[src/rtl/prs_pkg.sv]
package prs_pkg;

  // Event codes carried on the func field
  typedef enum logic [2:0] {
    FUNC_CREATE    = 3'd0,
    FUNC_DELAY     = 3'd1,
    FUNC_SUSPEND   = 3'd2,
    FUNC_RESUME    = 3'd3,
    FUNC_START     = 3'd4,
    FUNC_INT_ENTER = 3'd5,
    FUNC_INT_EXIT  = 3'd6,
    FUNC_NOP       = 3'd7
  } func_t;

  // Switch report codes
  typedef enum logic [1:0] {
    SW_NONE  = 2'd0,
    SW_TASK  = 2'd1,
    SW_INT   = 2'd2,
    SW_START = 2'd3
  } switch_kind_t;

  localparam int unsigned MAP_W   = 32;
  localparam int unsigned PRIO_W  = 5;
  localparam int unsigned DEPTH_W = 8;

  localparam logic [MAP_W-1:0]   ONLY_TOP_BIT = 32'h8000_0000;
  localparam logic [PRIO_W-1:0]  TOP_PRIO     = 5'd31;
  localparam logic [DEPTH_W-1:0] DEPTH_MAX    = 8'd255;

endpackage

[src/rtl/priority_ready_scheduler_top.sv]
// An accepted input beat reaches its result beat through the input register,
// then the scheduling logic feeding the result register.
// Throughput: one event per cycle while out_ready is high; the ready-map update
// and the 32-bit priority encoder sit between the input and result registers.
// Reset (rst_n low, synchronous): ready map, priorities, started flag and
// nesting count clear to zero and both pipeline registers empty.
module priority_ready_scheduler_top #(
  parameter int unsigned TASKS     = 32,
  parameter int unsigned IDLE_PRIO = 31
) (
  input  logic        clk,
  input  logic        rst_n,

  input  logic        in_valid,
  output logic        in_ready,
  input  logic [2:0]  in_func,
  input  logic [4:0]  in_task_prio,
  input  logic [31:0] in_delay_ticks,

  output logic        out_valid,
  input  logic        out_ready,
  output logic [1:0]  out_switch_kind,
  output logic [4:0]  out_from_prio,
  output logic [4:0]  out_to_prio,
  output logic [4:0]  out_current_prio,
  output logic [7:0]  out_nesting_depth
);

  // Bits of the map that belong to real tasks
  localparam logic [32:0] MASK_WIDE = (33'd1 << TASKS) - 33'd1;
  localparam logic [31:0] TASK_MASK = MASK_WIDE[31:0];
  localparam logic [4:0]  IDLE_P    = IDLE_PRIO[4:0];
  localparam logic        IDLE_OK   = (IDLE_PRIO < TASKS);

  // Input register
  logic                in_valid_r;
  prs_pkg::func_t      in_func_r;
  logic [4:0]          in_prio_r;
  logic                in_ticks_nz_r;

  // Scheduler state
  logic [31:0]         ready_map_r,   ready_map_nxt;
  logic [4:0]          running_r,     running_nxt;
  logic [4:0]          best_r,        best_nxt;
  logic                started_r,     started_nxt;
  logic [7:0]          depth_r,       depth_nxt;

  // Result register
  logic                out_valid_r;
  prs_pkg::switch_kind_t out_kind_r,  kind_nxt;
  logic [4:0]          out_from_r,    from_nxt;
  logic [4:0]          out_to_r,      to_nxt;
  logic [4:0]          out_cur_r;
  logic [7:0]          out_depth_r;

  logic                process;
  logic [31:0]         scan;
  logic [4:0]          enc;
  logic [4:0]          best_found;

  // Work on the held beat whenever the result slot is free or draining
  assign process  = in_valid_r && (!out_valid_r || out_ready);
  assign in_ready = !in_valid_r || process;

  // Input register
  always_ff @(posedge clk) begin
    if (!rst_n) begin
      in_valid_r <= 1'b0;
    end else if (in_ready) begin
      in_valid_r <= in_valid;
    end
    if (in_valid && in_ready) begin
      in_func_r     <= prs_pkg::func_t'(in_func);
      in_prio_r     <= in_task_prio;
      in_ticks_nz_r <= |in_delay_ticks;
    end
  end

  // Ready-map update for the held beat
  always_comb begin
    ready_map_nxt = ready_map_r;
    unique case (in_func_r)
      prs_pkg::FUNC_CREATE: begin
        if (TASK_MASK[in_prio_r]) ready_map_nxt[in_prio_r] = 1'b1;
      end
      prs_pkg::FUNC_DELAY: begin
        if (in_ticks_nz_r) ready_map_nxt[running_r] = 1'b0;
      end
      prs_pkg::FUNC_SUSPEND: begin
        ready_map_nxt[in_prio_r] = 1'b0;
      end
      prs_pkg::FUNC_RESUME: begin
        ready_map_nxt[in_prio_r] = 1'b1;
      end
      prs_pkg::FUNC_START: begin
        if (!started_r && IDLE_OK) ready_map_nxt[IDLE_P] = 1'b1;
      end
      default: begin
      end
    endcase
  end

  // Highest-ready search over the updated map: lowest set task bit wins
  assign scan = ready_map_nxt & TASK_MASK;
  always_comb begin
    enc = '0;
    for (int i = 31; i >= 0; i--) begin
      if (scan[i]) enc = i[4:0];
    end
  end

  always_comb begin
    if (ready_map_nxt == prs_pkg::ONLY_TOP_BIT) begin
      best_found = prs_pkg::TOP_PRIO;
    end else if (|scan) begin
      best_found = enc;
    end else begin
      best_found = best_r;
    end
  end

  // Event decode and schedule
  always_comb begin
    logic sched;
    prs_pkg::switch_kind_t sched_kind;
    sched         = 1'b0;
    sched_kind    = prs_pkg::SW_TASK;
    running_nxt   = running_r;
    best_nxt      = best_r;
    started_nxt   = started_r;
    depth_nxt     = depth_r;
    kind_nxt      = prs_pkg::SW_NONE;
    from_nxt      = '0;
    to_nxt        = '0;

    unique case (in_func_r)
      prs_pkg::FUNC_DELAY: begin
        sched = in_ticks_nz_r;
      end
      prs_pkg::FUNC_SUSPEND: begin
        sched = (running_r == in_prio_r);
      end
      prs_pkg::FUNC_RESUME: begin
        sched = (running_r > in_prio_r);
      end
      prs_pkg::FUNC_START: begin
        if (!started_r) started_nxt = 1'b1;
      end
      prs_pkg::FUNC_INT_ENTER: begin
        if (depth_r != prs_pkg::DEPTH_MAX) depth_nxt = depth_r + 8'd1;
      end
      prs_pkg::FUNC_INT_EXIT: begin
        if (depth_r != 8'd0) depth_nxt = depth_r - 8'd1;
        sched      = (depth_nxt == 8'd0);
        sched_kind = prs_pkg::SW_INT;
      end
      default: begin
      end
    endcase

    // First start always reports, even with no priority change
    if (in_func_r == prs_pkg::FUNC_START && !started_r) begin
      best_nxt    = best_found;
      running_nxt = best_found;
      kind_nxt    = prs_pkg::SW_START;
      to_nxt      = best_found;
    end else if (sched) begin
      best_nxt = best_found;
      if (best_found != running_r) begin
        running_nxt = best_found;
        kind_nxt    = sched_kind;
        from_nxt    = running_r;
        to_nxt      = best_found;
      end
    end
  end

  // State and result registers
  always_ff @(posedge clk) begin
    if (!rst_n) begin
      ready_map_r <= '0;
      running_r   <= '0;
      best_r      <= '0;
      started_r   <= 1'b0;
      depth_r     <= '0;
      out_valid_r <= 1'b0;
    end else begin
      if (process) begin
        ready_map_r <= ready_map_nxt;
        running_r   <= running_nxt;
        best_r      <= best_nxt;
        started_r   <= started_nxt;
        depth_r     <= depth_nxt;
        out_valid_r <= 1'b1;
      end else if (out_ready) begin
        out_valid_r <= 1'b0;
      end
    end
    if (process) begin
      out_kind_r  <= kind_nxt;
      out_from_r  <= from_nxt;
      out_to_r    <= to_nxt;
      out_cur_r   <= running_nxt;
      out_depth_r <= depth_nxt;
    end
  end

  assign out_valid         = out_valid_r;
  assign out_switch_kind   = out_kind_r;
  assign out_from_prio     = out_from_r;
  assign out_to_prio       = out_to_r;
  assign out_current_prio  = out_cur_r;
  assign out_nesting_depth = out_depth_r;

  // A reported switch always lands on the running priority
  a_to_is_current: assert property (@(posedge clk) disable iff (!rst_n)
    out_valid_r && out_kind_r != prs_pkg::SW_NONE |-> out_to_r == out_cur_r)
    else $error("switch target differs from running priority");

  // No switch reports no priorities
  a_none_zero: assert property (@(posedge clk) disable iff (!rst_n)
    out_valid_r && out_kind_r == prs_pkg::SW_NONE |-> out_to_r == 5'd0 && out_from_r == 5'd0)
    else $error("idle result carries priorities");

  // Running priority only moves when a switch is reported
  a_run_moves_on_switch: assert property (@(posedge clk) disable iff (!rst_n)
    process && kind_nxt == prs_pkg::SW_NONE |=> running_r == $past(running_r))
    else $error("running priority changed without a switch");

  // Nesting count moves by at most one per beat
  a_depth_step: assert property (@(posedge clk) disable iff (!rst_n)
    process |=> depth_r == $past(depth_r) || depth_r == $past(depth_r) + 8'd1 ||
                depth_r == $past(depth_r) - 8'd1)
    else $error("nesting count jumped");

  // An empty input register always takes a beat
  a_ready_when_empty: assert property (@(posedge clk) disable iff (!rst_n)
    !in_valid_r |-> in_ready)
    else $error("input stalled while empty");

endmodule
[config.mk]
export PLATFORM = sky130hd
export DESIGN_NAME = priority_ready_scheduler_top
export DESIGN_NICKNAME = d
export VERILOG_FILES = /design/src/rtl/prs_pkg.sv /design/src/rtl/priority_ready_scheduler_top.sv
export SDC_FILE = /design/constraint.sdc
export NUM_CORES = 1
export LEC_CHECK = 0
export BUFFER_PORTS_ARGS = -buffer_cell sky130_fd_sc_hd__buf_4
export CAP_MARGIN = 20
export CORE_UTILIZATION = 55
export DETAILED_ROUTE_END_ITERATION = 16
export PLACE_DENSITY = 0.76
export SYNTH_ARGS = -nofsm -noshare
export SYNTH_HDL_FRONTEND = slang
export SYNTH_SLANG_ARGS = --single-unit
[constraint.sdc]
create_clock -name clk -period 4.4 [get_ports clk]
set_input_delay 0.66 -clock clk [delete_from_list [all_inputs] [get_ports clk]]
set_output_delay 0.66 -clock clk [all_outputs]
set_load 0.01 [all_outputs]
==> flow_metrics.tcl <==
set metrics [dict create \
    boundaryPins 71 \
    r2r_end "out_current_prio[1]" \
    grtUsageMet1 0.517 \
    drive_gt1_frac 0.218 \
    hold_path_end "ready_map_r[3]" \
    io_buffers 70 \
    multi_input_area_um2 3910 \
    use_met3 0.0788 \
    avgSynthCellArea_um2 8.32 \
    placedInstanceArea_um2 7190 \
    hp-class "flop to flop" \
    grt_max_degree 51 \
    place_congestion 1.06 \
    finalSetupViolCount 0 \
    finalPower_mw 2.29 \
    via_per_inst 6.84 \
    ys.flop_type "dfxtp_1" \
    synth.distinct_cells 96 \
    ant_nets 0 \
    hold_violations 0 \
    mostFrequentLayoutCells "buf_4, nor2_1, nand2_1" \
    grt_pass1_wl_mm 34.5 \
    vias 6772 \
    netlist.area_leader.share 0.167 \
    drv_cap 0 \
    clkTransAtPathRegs_ps 70 \
    yosysTopAreaCell "dfxtp_1" \
    layout.nets 897 \
    grt_use_total 0.389 \
    antennaDiodeCount 0 \
    async_flop_share 0 \
    critical_path_class "flop to flop" \
    placement_rows 38 \
    syn_nets 814 \
    fillers 928 \
    first_global_vias 6215 \
    cpMostUsedCell "nor2_1" \
    regToRegStartpoint "in_func_r[2]" \
    ys_seq_area_frac 0.329 \
    cts-root-buf "clkbuf_16" \
    vdd_ir_drop_max_uv 286 \
    cp-end-kind "flop" \
    layout_commonest_cell "buf_4" \
    gr-total-overflow 0 \
    busiest_layer "met2" \
    worstSetupStartpointType "flop" \
    worstPathCellList "or4b_1, buf_4, o221ai_1, o31ai_1, nor2_1, nand4_1, a2111oi_4, xnor2_1, nand4_4, o41ai_4, nor2_1, a21o_1" \
    htree_levels 3 \
    slew-limit-headroom 0.351 \
    post_drt_wl_per_cell_um 22.8 \
    fin_util 0.679 \
    core_area_um2 11000 \
    setup_ws_ps 126 \
    fin_area_um2 7480 \
    cpMaxStageDelayCell "or4b_1" \
    netlist_instances 762 \
    die_h_um 109 \
    cp_top_family "simple AND/OR/NAND/NOR gates" \
    netlist_top_cells_area "dfxtp_1, edfxtp_1, nor2_1" \
    dieArea_um2 12000 \
    hold_depth 2 \
    wirelength_mm 22.5 \
    use_met2 0.600 \
    worstPathMaxFanout 12 \
    rrSetupSlack_ps 130 \
    finalMaxSlewViolations 0 \
    r2r_cells 12 \
    cts.sinks 87 \
    start_util 0.574 \
    cts_tree "yes" \
    max_stage_delay_ps 690 \
    syn_area_um2 6340 \
    finalSetupTns_ps 0 \
    drc 0 \
    synth-seq-cells 87 \
    cts_max_path_buffers 2 \
    dr.pass1.iters 6 \
    synth_edf_count 34 \
    max_freq_mhz 234 \
    dieWidth_um 109 \
    min_period_ps 4270 \
    antenna_found_initial 0 \
    p_per_area_nw_per_um2 306 \
    dp_worst_setup_slack_ps 241 \
    fin_crit_sh 0.971 \
    p_leak_nw 2.81 \
    numCtsBuffers 9 \
    insertion_delay_ps 350 \
    crit_required_ps 4510 \
    crit_buf_inv 1 \
    critPathArrivalTime_ps 4380 \
    hp-start "ready_map_r[3]" \
    yosysWarningCount 0 \
    worstMarginPinSlew_ps 973 \
    status "finished, final reports clean" \
    layout.area.seq_um2 2080 \
    clock_skew_ps 10.6 \
    syn_to_final_growth_pct 18.1 \
    dr.first_iter.drc_count 787 \
    detailed_place_hpwl_mm 16.8 \
]
-- worst register-to-register path: cells and delay by family (launching register included) --
family / cells / cell delay (ps)
compound gates: 5 / 1430
flops: 1 / 540
xor+xnor: 1 / 240
buf+inv: 1 / 220
simple gates: 5 / 1610
-- registers in the layout, summed over array words and instances, names as in the netlist --
| register | count |
|---|---|
| ready_map_r | 32 |
| depth_r | 8 |
| out_nesting_depth | 8 |
| best_r | 5 |
| in_prio_r | 5 |
| out_current_prio | 5 |
| out_from_prio | 5 |
| out_to_prio | 5 |
| running_r | 5 |
| in_func_r | 3 |
| out_switch_kind | 2 |
| in_ticks_nz_r | 1 |
| in_valid_r | 1 |
| out_valid | 1 |
| started_r | 1 |
-- power by group --
| group | switching (mW) | internal (mW) |
|---|---|---|
| registers | 0.0405 | 0.883 |
| logic | 0.404 | 0.273 |
| clock network | 0.312 | 0.380 |
-- per-stage QoR --
stage                     hold slack [ps]  std cells
after detailed placement              458        971
after floorplan                       432        762
after global placement                443        971
after global routing                  482        990
after CTS                             469        987
final                                 470        990
-- how the worst max path moves through the flow --
stage                 startpoint             endpoint  slack [ps]  cells past startpoint
finish              in_func_r[2]  out_current_prio[1]         130                     12
global route        in_func_r[2]  out_current_prio[1]         -60                     12
detailed placement  in_func_r[2]  out_current_prio[1]         240                     11
floorplan           in_prio_r[0]  out_current_prio[2]         660                     12
global placement    in_func_r[1]  out_current_prio[2]         280                     13
CTS                 in_func_r[2]  out_current_prio[1]         220                     11
-- area by class of cell --
class                   instances  share of cell area
multi-input cells             596               0.522
flip-flops and latches         87               0.278
repair buffers                132               0.132
clock buffers                  12              0.0316
well taps                     140              0.0234
inverters                      19             0.00953
clock inverters                 4             0.00301
-- repair_timing --
action | 4_1_cts | 5_1_grt
resized for setup | 0 | 2
endpoints found under the setup margin | 0 | 8
hold buffers | 0 | 0
setup buffers | 0 | 3
endpoints found under the hold margin | 0 | 0
-- synth_stat cells (11+ instances only) --
library cell and number:
and2_1 14, a21oi_1 43, nand3_1 21, nor2_1 86
nor2b_1 17, dfxtp_1 53, inv_1 17, and3_1 14
nand2_1 59, nor3_1 49, buf_2 19, nor4_1 18
nand2b_1 11, edfxtp_1 34, o21ai_0 22, clkbuf_1 29
a211oi_1 18, nand4_1 12
-- kinds of logic (layout without fill, tap and decap cells) --
kind of cell / Yosys count / after routing / share of synthesized area
xor+xnor: 9 / 9 / 0.0148
simple gates: 371 / 371 / 0.328
buf+inv: 79 / 167 / 0.0571
flops: 87 / 87 / 0.329
fa+ha+maj: 8 / 8 / 0.0158
mux: 4 / 4 / 0.00671
compound gates: 204 / 204 / 0.249
-- per-layer routing --
layer	wire [µm]	share of wire
met5	0	0
met3	2360	0.10
met4	903	0.040
met2	10100	0.45
met1	9200	0.41
No activity file was read; power rests on OpenSTA's default activity.
